$ cat src/hw/rtl/wse_pkg.sv
// Package for the WebSocket client frame encoder.
// Holds the beat payload types, the item mode codes and the header constants.
// No dependencies; every other RTL file of the block imports it.
package wse_pkg;

    typedef enum logic {
        MODE_HEADER  = 1'b0,
        MODE_PAYLOAD = 1'b1
    } wse_mode_t;

    typedef struct packed {
        wse_mode_t   mode;
        logic [3:0]  opcode;
        logic [62:0] payload_length;
        logic [31:0] mask_key;
        logic [7:0]  payload_byte;
    } wse_in_t;

    typedef struct packed {
        logic [7:0] out_byte;
        logic       last_of_run;
    } wse_out_t;

    // One formatted byte of a run, with its end-of-run flag.
    typedef struct packed {
        logic [7:0] data;
        logic       last;
    } wse_fmt_t;

    // Controls for the key and byte index registers.
    typedef struct packed {
        logic load;
        logic step;
    } wse_key_ctl_t;

    localparam logic [7:0] FIN_BIT    = 8'h80;
    localparam logic [7:0] MASK_BIT   = 8'h80;
    localparam logic [6:0] LEN16_CODE = 7'd126;
    localparam logic [6:0] LEN64_CODE = 7'd127;

    // Byte positions where the mask key starts, per length form.
    localparam logic [3:0] KEY_POS_LEN7  = 4'd2;
    localparam logic [3:0] KEY_POS_LEN16 = 4'd4;
    localparam logic [3:0] KEY_POS_LEN64 = 4'd10;
    localparam logic [3:0] LAST_POS_MAX  = 4'd13;

endpackage

$ cat src/hw/rtl/wse_in_if.sv
// Input channel of the frame encoder: valid, ready and one input item.
// Depends on wse_pkg for the item type.
interface wse_in_if;
    import wse_pkg::*;

    logic    valid;
    logic    ready;
    wse_in_t data;

    modport source (output valid, output data, input ready);
    modport sink   (input valid, input data, output ready);
endinterface

$ cat src/hw/rtl/wse_out_if.sv
// Output channel of the frame encoder: valid, ready and one encoded byte.
// Depends on wse_pkg for the beat type.
interface wse_out_if;
    import wse_pkg::*;

    logic     valid;
    logic     ready;
    wse_out_t data;

    modport source (output valid, output data, input ready);
    modport sink   (input valid, input data, output ready);
endinterface

$ cat src/hw/rtl/websocket_client_frame_encoder.sv
// Top level of the WebSocket client frame encoder (client masking).
// Depends on wse_pkg, wse_in_if, wse_out_if, wse_hdr_fmt and wse_key_unit.
//
//   Channel | Dir | Beat contents
//   --------+-----+-----------------------------------------------------------
//   req     | in  | mode, opcode, payload_length, mask_key, payload_byte
//   rsp     | out | out_byte, last_of_run
//
// A payload item gives one beat; payload items stream at one per cycle while
// rsp does not stall. A header item gives 6, 8 or 14 beats and holds the item
// register until its last byte goes out. Results pass from the item register
// through the output register. Reset clears the key to zero and the byte
// index to zero. A stall on rsp holds the output register, and the item
// register fills behind it so req stays ready until both are occupied.
module websocket_client_frame_encoder (
    input  logic    clk,
    input  logic    rst_n,
    wse_in_if.sink  req,
    wse_out_if.source rsp
);
    import wse_pkg::*;

    // The item register holds the item whose bytes are being produced.
    logic         item_valid_reg;
    logic         item_valid_next;
    wse_in_t      item_reg;
    wse_in_t      item_next;
    // Byte position within the current header run.
    logic [3:0]   cnt_reg;
    logic [3:0]   cnt_next;

    // The output register carries one beat toward rsp.
    logic         out_valid_reg;
    logic         out_valid_next;
    wse_out_t     out_reg;
    wse_out_t     out_next;

    wse_fmt_t     hdr_fmt;
    wse_key_ctl_t key_ctl;
    logic [7:0]   masked_byte;
    logic         emit;
    logic         cur_last;
    logic [7:0]   cur_byte;
    logic         item_done;
    logic         req_fire;

    wse_hdr_fmt u_hdr_fmt (
        .item (item_reg),
        .cnt  (cnt_reg),
        .fmt  (hdr_fmt)
    );

    // The key is latched on the first header byte, so payload bytes that
    // follow the header in order always see the new key.
    assign key_ctl.load = emit && (item_reg.mode == MODE_HEADER) && (cnt_reg == 4'd0);
    assign key_ctl.step = emit && (item_reg.mode == MODE_PAYLOAD);

    wse_key_unit u_key_unit (
        .clk         (clk),
        .rst_n       (rst_n),
        .ctl         (key_ctl),
        .new_key     (item_reg.mask_key),
        .raw_byte    (item_reg.payload_byte),
        .masked_byte (masked_byte)
    );

    // A byte moves into the output register whenever that register is free
    // or is being drained in this same cycle.
    assign emit      = item_valid_reg && (!out_valid_reg || rsp.ready);
    assign cur_last  = (item_reg.mode == MODE_PAYLOAD) ? 1'b1 : hdr_fmt.last;
    assign cur_byte  = (item_reg.mode == MODE_PAYLOAD) ? masked_byte : hdr_fmt.data;
    assign item_done = emit && cur_last;

    assign req.ready = !item_valid_reg || item_done;
    assign req_fire  = req.valid && req.ready;

    always_comb
    begin
        item_valid_next = item_valid_reg;
        item_next       = item_reg;
        cnt_next        = cnt_reg;
        if (req_fire)
        begin
            item_valid_next = 1'b1;
            item_next       = req.data;
            cnt_next        = 4'd0;
        end
        else if (item_done)
        begin
            item_valid_next = 1'b0;
        end
        else if (emit)
        begin
            cnt_next = cnt_reg + 4'd1;
        end
    end

    always_comb
    begin
        out_valid_next = out_valid_reg;
        out_next       = out_reg;
        if (emit)
        begin
            out_valid_next       = 1'b1;
            out_next.out_byte    = cur_byte;
            out_next.last_of_run = cur_last;
        end
        else if (rsp.ready)
        begin
            out_valid_next = 1'b0;
        end
    end

    always_ff @(posedge clk or negedge rst_n)
    begin
        if (!rst_n)
        begin
            item_valid_reg <= 1'b0;
            cnt_reg        <= '0;
            out_valid_reg  <= 1'b0;
        end
        else
        begin
            item_valid_reg <= item_valid_next;
            cnt_reg        <= cnt_next;
            out_valid_reg  <= out_valid_next;
        end
    end

    // Payload registers carry no reset.
    always_ff @(posedge clk)
    begin
        item_reg <= item_next;
        out_reg  <= out_next;
    end

    assign rsp.valid = out_valid_reg;
    assign rsp.data  = out_reg;

    // A header run only ends at one of its three legal lengths.
    a_hdr_last_pos: assert property (@(posedge clk) disable iff (!rst_n)
        (item_valid_reg && (item_reg.mode == MODE_HEADER) && hdr_fmt.last) |->
        (cnt_reg == 4'd5 || cnt_reg == 4'd7 || cnt_reg == LAST_POS_MAX))
        else $error("header run ends at an illegal byte position");

    // The byte counter never runs past the longest header.
    a_cnt_range: assert property (@(posedge clk) disable iff (!rst_n)
        item_valid_reg |-> (cnt_reg <= LAST_POS_MAX))
        else $error("header byte counter out of range");

    // A payload item is always finished by its first emitted byte.
    a_payload_single: assert property (@(posedge clk) disable iff (!rst_n)
        (item_valid_reg && (item_reg.mode == MODE_PAYLOAD)) |-> (cnt_reg == 4'd0))
        else $error("payload item held for more than one byte");

    // When the output is stalled, no new byte may be emitted over it.
    a_no_overwrite: assert property (@(posedge clk) disable iff (!rst_n)
        (out_valid_reg && !rsp.ready) |-> !emit)
        else $error("output register overwritten while stalled");

endmodule

$ cat src/hw/rtl/wse_hdr_fmt.sv
// Header byte formatter: picks byte number cnt of a frame header.
// Depends on wse_pkg for the item and formatter types.
module wse_hdr_fmt (
    input  wse_pkg::wse_in_t  item,
    input  logic [3:0]        cnt,
    output wse_pkg::wse_fmt_t fmt
);
    import wse_pkg::*;

    logic        len_small;
    logic        len_mid;
    logic [3:0]  key_pos;
    logic [3:0]  key_off;
    logic [3:0]  len_off;
    logic [63:0] len64;
    logic [7:0]  key_byte;
    logic [7:0]  len_byte;
    logic [7:0]  len_code_byte;

    assign len_small = (item.payload_length < 63'(LEN16_CODE));
    assign len_mid   = (item.payload_length[62:16] == '0);
    assign len64     = {1'b0, item.payload_length};

    always_comb
    begin
        if (len_small)
        begin
            key_pos       = KEY_POS_LEN7;
            len_code_byte = MASK_BIT | {1'b0, item.payload_length[6:0]};
        end
        else if (len_mid)
        begin
            key_pos       = KEY_POS_LEN16;
            len_code_byte = MASK_BIT | {1'b0, LEN16_CODE};
        end
        else
        begin
            key_pos       = KEY_POS_LEN64;
            len_code_byte = MASK_BIT | {1'b0, LEN64_CODE};
        end
    end

    assign key_off = cnt - key_pos;
    assign len_off = cnt - KEY_POS_LEN7;

    always_comb
    begin
        case (key_off[1:0])
            2'd0:    key_byte = item.mask_key[31:24];
            2'd1:    key_byte = item.mask_key[23:16];
            2'd2:    key_byte = item.mask_key[15:8];
            default: key_byte = item.mask_key[7:0];
        endcase
    end

    // The 16-bit form is the last two bytes of the 64-bit form.
    always_comb
    begin
        if (len_mid)
        begin
            len_byte = len_off[0] ? len64[7:0] : len64[15:8];
        end
        else
        begin
            case (len_off[2:0])
                3'd0:    len_byte = len64[63:56];
                3'd1:    len_byte = len64[55:48];
                3'd2:    len_byte = len64[47:40];
                3'd3:    len_byte = len64[39:32];
                3'd4:    len_byte = len64[31:24];
                3'd5:    len_byte = len64[23:16];
                3'd6:    len_byte = len64[15:8];
                default: len_byte = len64[7:0];
            endcase
        end
    end

    always_comb
    begin
        if (cnt == 4'd0)
        begin
            fmt.data = FIN_BIT | {4'd0, item.opcode};
        end
        else if (cnt == 4'd1)
        begin
            fmt.data = len_code_byte;
        end
        else if (cnt >= key_pos)
        begin
            fmt.data = key_byte;
        end
        else
        begin
            fmt.data = len_byte;
        end
        fmt.last = (cnt == key_pos + 4'd3);
    end

endmodule

$ cat src/hw/rtl/wse_key_unit.sv
// Mask key store and payload byte index, plus the payload XOR.
// Depends on wse_pkg for the control struct.
module wse_key_unit (
    input  logic                  clk,
    input  logic                  rst_n,
    input  wse_pkg::wse_key_ctl_t ctl,
    input  logic [31:0]           new_key,
    input  logic [7:0]            raw_byte,
    output logic [7:0]            masked_byte
);
    import wse_pkg::*;

    logic [31:0] key_reg;
    logic [31:0] key_next;
    logic [1:0]  idx_reg;
    logic [1:0]  idx_next;
    logic [7:0]  key_byte;

    always_comb
    begin
        key_next = key_reg;
        idx_next = idx_reg;
        if (ctl.load)
        begin
            key_next = new_key;
            idx_next = 2'd0;
        end
        else if (ctl.step)
        begin
            idx_next = idx_reg + 2'd1;
        end
    end

    always_ff @(posedge clk or negedge rst_n)
    begin
        if (!rst_n)
        begin
            key_reg <= '0;
            idx_reg <= '0;
        end
        else
        begin
            key_reg <= key_next;
            idx_reg <= idx_next;
        end
    end

    always_comb
    begin
        case (idx_reg)
            2'd0:    key_byte = key_reg[31:24];
            2'd1:    key_byte = key_reg[23:16];
            2'd2:    key_byte = key_reg[15:8];
            default: key_byte = key_reg[7:0];
        endcase
    end

    assign masked_byte = raw_byte ^ key_byte;

endmodule

$ cat src/flat_wrapper.sv
// flat-port wrapper written by rule: the top's interface ports become plain ports
module websocket_client_frame_encoder_flat import wse_pkg::*;
  (clk, rst_n, req_valid, req_data, req_ready, rsp_valid, rsp_data, rsp_ready);
  wse_in_if req_i ();
  wse_out_if rsp_i ();
  input  logic clk;
  input  logic rst_n;
  input wire logic [$bits(req_i.valid)-1:0] req_valid;
  input wire logic [$bits(req_i.data)-1:0] req_data;
  output wire logic [$bits(req_i.ready)-1:0] req_ready;
  output wire logic [$bits(rsp_i.valid)-1:0] rsp_valid;
  output wire logic [$bits(rsp_i.data)-1:0] rsp_data;
  input wire logic [$bits(rsp_i.ready)-1:0] rsp_ready;
  assign req_i.valid = req_valid;
  assign req_i.data = req_data;
  assign req_ready = req_i.ready;
  assign rsp_valid = rsp_i.valid;
  assign rsp_data = rsp_i.data;
  assign rsp_i.ready = rsp_ready;
  websocket_client_frame_encoder u_core (.clk(clk), .rst_n(rst_n), .req(req_i), .rsp(rsp_i));
endmodule
$ cat config.mk
export PLATFORM = sky130hd
export DESIGN_NAME = websocket_client_frame_encoder_flat
export DESIGN_NICKNAME = d
export VERILOG_FILES = /design/src/hw/rtl/wse_pkg.sv /design/src/hw/rtl/wse_in_if.sv /design/src/hw/rtl/wse_out_if.sv /design/src/hw/rtl/websocket_client_frame_encoder.sv /design/src/hw/rtl/wse_hdr_fmt.sv /design/src/hw/rtl/wse_key_unit.sv /design/src/flat_wrapper.sv
export SDC_FILE = /design/constraint.sdc
export NUM_CORES = 1
export LEC_CHECK = 0
export BUFFER_PORTS_ARGS = -buffer_cell sky130_fd_sc_hd__buf_2
export CAP_MARGIN = 30
export CORE_MARGIN = 1.5
export CORE_UTILIZATION = 50
export CTS_BUF_LIST = sky130_fd_sc_hd__clkbuf_16
export DETAILED_ROUTE_END_ITERATION = 8
export GPL_TIMING_DRIVEN = 0
export PLACE_DENSITY = 0.83
export SLEW_MARGIN = 30
export SYNTH_ARGS = -nofsm -noshare
export SYNTH_HDL_FRONTEND = slang
export SYNTH_HIERARCHICAL = 1
export SYNTH_SLANG_ARGS = --single-unit
$ cat constraint.sdc
create_clock -name clk -period 4.2 [get_ports clk]
set_input_delay 0.84 -clock clk [delete_from_list [all_inputs] [get_ports clk]]
set_output_delay 0.84 -clock clk [all_outputs]
set_load 0.01 [all_outputs]
== Yosys cells after proc, flatten, opt, wreduce, memory -nomap -nowiden ==
Index checks and enable logic that the tools add are counted.
Word-level totals
  register bits: 157
  logic and storage cells: 77
Cells by class
  reductions and logical operators: 20
  magnitude comparators: 2
  bitwise gates (word level): 2
  $add $sub $neg: 5
  equal/unequal tests: 13
  muxes and demuxes: 23
Operators with widths (number)
  63-bit by 7-bit < comparator with 1-bit output (second input constant): 1
  8-bit two-way mux: 7
  8-bit one-hot mux with 7 select lines: 1
  8-bit one-hot mux with 3 select lines: 2
  47-bit logical NOT: 1
  4-bit two-way mux: 5
  3-bit equality test (second input constant): 3
  2-bit nonzero test: 4
  8-bit bitwise XOR: 1
  3-bit by 2-bit equality test with 1-bit output (second input constant): 2
  1-bit logical AND: 6
  1-bit two-way mux: 6
  4-bit by 1-bit adder with 4-bit output (second input constant): 1
  4-bit by 2-bit adder with 4-bit output (second input constant): 1
  2-bit by 1-bit equality test with 1-bit output (second input constant): 2
  2-bit equality test (second input constant): 2
  4-bit by 1-bit equality test with 1-bit output (second input constant): 1
  4-bit equality test: 1
  4-bit >= comparator: 1
  2-bit logical NOT: 2
  4-bit logical NOT: 1
  2-bit two-way mux: 2
  3-bit by 1-bit equality test with 1-bit output (second input constant): 1
  3-bit logical NOT: 1
  other kinds (8): 10

== Longest topological paths before layout ==
  depth in word-level cells: 11
  mapped depth: 15

== By module ==
Netlist, hierarchy kept.
Modules (own cells, without submodules)
  websocket_client_frame_encoder: seq. area each 3663.5 um^2, area an instance 3952.5 um^2, cells an instance 161, instances 1
  wse_key_unit: seq. area each 850.8 um^2, area an instance 1580.3 um^2, cells an instance 124, instances 1
  wse_hdr_fmt: seq. area each 0.0 um^2, area an instance 1390.1 um^2, cells an instance 200, instances 1

== Worst setup path after synthesis ==
Ideal clock, no wire load.
  path type: register to register
  start point: reg u_core/item_reg[64] in the netlist's numbering
  end point: reg u_core/item_reg[0] in the netlist's numbering (enable)
  cell stages (with the launch flop): 15
  required time: 3.781 ns
  slack: -0.517 ns
  arrival: 4.298 ns
  library setup time: 0.419 ns
  buffers on the path: 3
  period minus slack after synthesis: 4.717 ns
  path through: edfxtp_1 > nor4_1 > nand4_1 > nor3_4 > buf_6 > nand2b_1 > ha_1 > clkbuf_1 > clkinv_1 > nand2_1 > nor3_1 > nor2_4 > o21ai_1 > and2_1 > buf_2
RTL lines
  from (decl): RTL line websocket_client_frame_encoder.sv:26  | wse_in_t item_reg;
  from (signal assigned): RTL line websocket_client_frame_encoder.sv:133  | item_reg <= item_next;

==> summary.md <==
| Metric | Value |
|---|---|
| Outcome | finished clean |
| Power Total | 5140 uW |
| Number of fillers in the final layout | 983 |
| Critical R2R Launch | u_core/item_reg[81] |
| Crit path buf inv count | 3 |
| Number of inserted diodes | 0 |
| Clock latency of the later-clocked register in the worst-skew pair | 430 ps |
| Type of the worst setup path | reg2out |
| Number of port buffers | 122 |
| Area leader, netlist | sky130_fd_sc_hd__edfxtp_1 |
| Type of element launching the critical path | flop |
| Via count | 4705 |
| Share of the cycle needed by the critical path after routing | 95.6% |
| Die ar. | 14600 um^2 |
| Wire length of the first global-routing pass | 26000 um |
| Number of design rule violations left after detail routing | 0 |
| Max reg flops | 108 |
| Count of TritonRoute iterations in the first routing pass | 7 |
| DP Wirelength | 11800 um |
| Crit end category | output pin |
| Timing startpoint of the critical path | u_core/item_reg[81] |
| Average vias per placed instance | 5.77 |
| Leakage component of the power | 0.00328 uW |
| Clock transition at the register clock pins on the worst setup and hold paths after CTS | 60 ps |
| Most used standard cells in the synthesized netlist | sky130_fd_sc_hd__edfxtp_1, sky130_fd_sc_hd__mux2_2, sky130_fd_sc_hd__dfrtp_1 |
| Cell family with the largest share of critical-path delay | simple AND/OR/NAND/NOR gates |
| Synth Area per Inst | 14.3 um^2 |
| Share of final-layout standard cells stronger than drive strength 1 | 39.0% |
| Area overhead of the layout relative to synthesis | 22.0% |
| RSZ-0062 raised after global routing | false |
| Max_slew headroom | 42.1% |
| Number of ports placed on the die boundary | 123 |
| Width of the die | 121 um |
| Inserted Clock Buffers | 17 |
| Kind of path behind the tightest hold check | in2async |
| Largest clock skew in the final design | 8.58 ps |
| Aggregate global routing overflow | 0 |
| Cell with the most instances after synthesis | sky130_fd_sc_hd__edfxtp_1 |
| F_max | 249 MHz |
| Clock sink count | 157 |
| Area of the placeable core | 13400 um^2 |
| Power density cells | 608 nW/um^2 |
| Max rail drop VDD | 0.402 mV |
| Crit path DAT | 3170 ps |
| Part of the Yosys area used for sequential elements | 65.2% |
| Highest net fanout along the worst path | 10 |
| Number of core rows | 42 |
| Detailed Route Iter0 Violations | 535 |
| Setup WS pre-CTS | -689 ps |
| Tightest Pin Transition | 869 ps |
| Cells traversed along the worst timing path | nor4_2 > nand4_1 > nor3_4 > buf_6 > nand2b_2 > ha_4 > inv_4 > nand2_4 > nor3_4 > nor2_4 > o21ai_2 > buf_2 |
| Dominant register cell in the synthesized netlist | sky130_fd_sc_hd__edfxtp_1 |
| Post-cts hold buffer count | 0 |
| WP data required | 3360 ps |
| Max-slew violation count | 0 |
| Post-synthesis cell area | 6920 um^2 |
| WL/cell | 20.6 um |
| Cell count after synthesis | 485 |
| Clock tree root buffer cell | sky130_fd_sc_hd__clkbuf_16 |
| Top cell by count, worst path | sky130_fd_sc_hd__nor3_4 |
| Final Worst Setup Slack | 185 ps |
| Number of flip-flops and latches in the synthesized netlist | 157 |
| Die Height | 121 um |
| Yosys synthesis warning count | 6 |
| Top cell type's share of synthesized area | 50.8% |
| Routed Wire Length | 16800 um |
| Global placer's final weighted congestion | 0.909 |
| Smallest hold slack | 379 ps |
| Clock tree from TritonCTS | yes |
| Share of synthesized registers carrying an async set or reset | 25.5% |
| Minimum clock period after layout | 4010 ps |
| Initial antenna violation count | 0 |
| Net count of the mapped netlist | 607 |
| Synth area leaders | sky130_fd_sc_hd__edfxtp_1, sky130_fd_sc_hd__dfrtp_1, sky130_fd_sc_hd__mux2_2 |
| Hold Fails Final Rpt | 0 |
| Count of distinct cell types in the synthesized netlist | 58 |
| Largest net degree at the start of global routing | 113 |
| Final-report setup violation count | 0 |
| Maximum buffer depth of the clock tree | 2 |
| Global-route usage over all layers | 24.4% |
| Maximum capacitance violations | 0 |
| Antenna Nets Post-Route | 0 |
| Vias in the first global route | 4833 |
| Level count of the clock H-tree | 4 |
| Maximum cell stage delay along the critical path | 440 ps |
| Effective utilization at floorplan | 51.7% |
| Crit path max-delay cell type | sky130_fd_sc_hd__edfxtp_1 |
| EDFF count, synth | 117 |
| Layout net count | 748 |
## timing repair
item,4_1_cts,5_1_grt
buffers inserted,1,0
resized for setup,9,10
pin swaps,1,2
endpoints found under the setup margin,118,109
## power breakdown
part	internal (uW)	switching (uW)
clock network	838	661
registers	1980	160
logic	670	832
total	3490	1650
## per-layer routing
layer / track usage (%) / up-vias / wire (um)
met5: 0 / - / 0
met4: 11.0 / 0 / 426
met3: 6.60 / 35 / 1280
met2: 38.2 / 254 / 8060
met1: 31.9 / 2266 / 7060
li1: - / 2150 / -
## through the flow
stage / instances / utilization (%) / instance area, um^2 / TNS, ps
after floorplan: 485 / - / 6930 / 0
after global placement: 783 / 57.9 / 7760 / -96730
after detailed placement: 783 / 57.9 / 7760 / -76050
after CTS: 815 / 62.6 / 8380 / 0
after global routing: 815 / 63.1 / 8450 / 0
final: 815 / 63.1 / 8450 / 0
## path summary, 6_finish.rpt
| kind | to | slack [ps] | depth (start not counted) |
|---|---|---|---|
| min in group clk | u_core/u_key_unit/key_reg[17] | 510 | 1 |
| max in group asynchronous | u_core/item_valid_reg | 3450 | 1 |
| worst max register to register | u_core/rsp.data[1] | 330 | 14 |
| worst min-delay path | u_core/u_key_unit/key_reg[26] | 380 | 1 |
| worst min register to register | u_core/u_key_unit/key_reg[17] | 510 | 1 |
| worst max-delay path | req_ready | 190 | 12 |
## cell usage in the layout (no fill, tap or decap), types with 4 or more instances in the layout
master                      count
sky130_fd_sc_hd__buf_4          5
sky130_fd_sc_hd__inv_6          4
sky130_fd_sc_hd__clkinv_4       4
sky130_fd_sc_hd__inv_1         17
sky130_fd_sc_hd__dfrtp_1       40
sky130_fd_sc_hd__a222oi_1      16
sky130_fd_sc_hd__buf_6          4
sky130_fd_sc_hd__nand2_1       36
sky130_fd_sc_hd__nor4_1         5
sky130_fd_sc_hd__nand2b_1       8
sky130_fd_sc_hd__nor4_2         6
sky130_fd_sc_hd__o221ai_1       4
sky130_fd_sc_hd__ha_1           9
sky130_fd_sc_hd__mux2i_1       22
sky130_fd_sc_hd__inv_8          4
sky130_fd_sc_hd__mux2_2        45
sky130_fd_sc_hd__nor2_1        20
sky130_fd_sc_hd__o21ai_0       22
sky130_fd_sc_hd__xor2_1         9
sky130_fd_sc_hd__edfxtp_1     117
sky130_fd_sc_hd__nand4_1        6
sky130_fd_sc_hd__a31oi_1        4
sky130_fd_sc_hd__a21oi_1        8
sky130_fd_sc_hd__clkbuf_16     17
sky130_fd_sc_hd__o22ai_1        7
sky130_fd_sc_hd__buf_2        134
## cell type report
type | count | area (um^2) | area share, %
repair buffers | 123 | 621 | 7.34
inverters | 19 | 73.8 | 0.874
flip-flops and latches | 157 | 4510 | 53.4
multi-input cells | 285 | 2290 | 27.1
well taps | 176 | 220 | 2.61
plain buffers | 23 | 155 | 1.84
clock inverters | 15 | 154 | 1.82
clock buffers | 17 | 425 | 5.03
## logic make-up after synthesis
group	share of synthesized area (%)
compound gates	8.55
xor+xnor	1.52
fa+ha+maj	1.81
buf+inv	3.20
flops	65.2
mux	11.2
simple gates	8.57
Note: power is estimated with default switching activity, not from simulation.
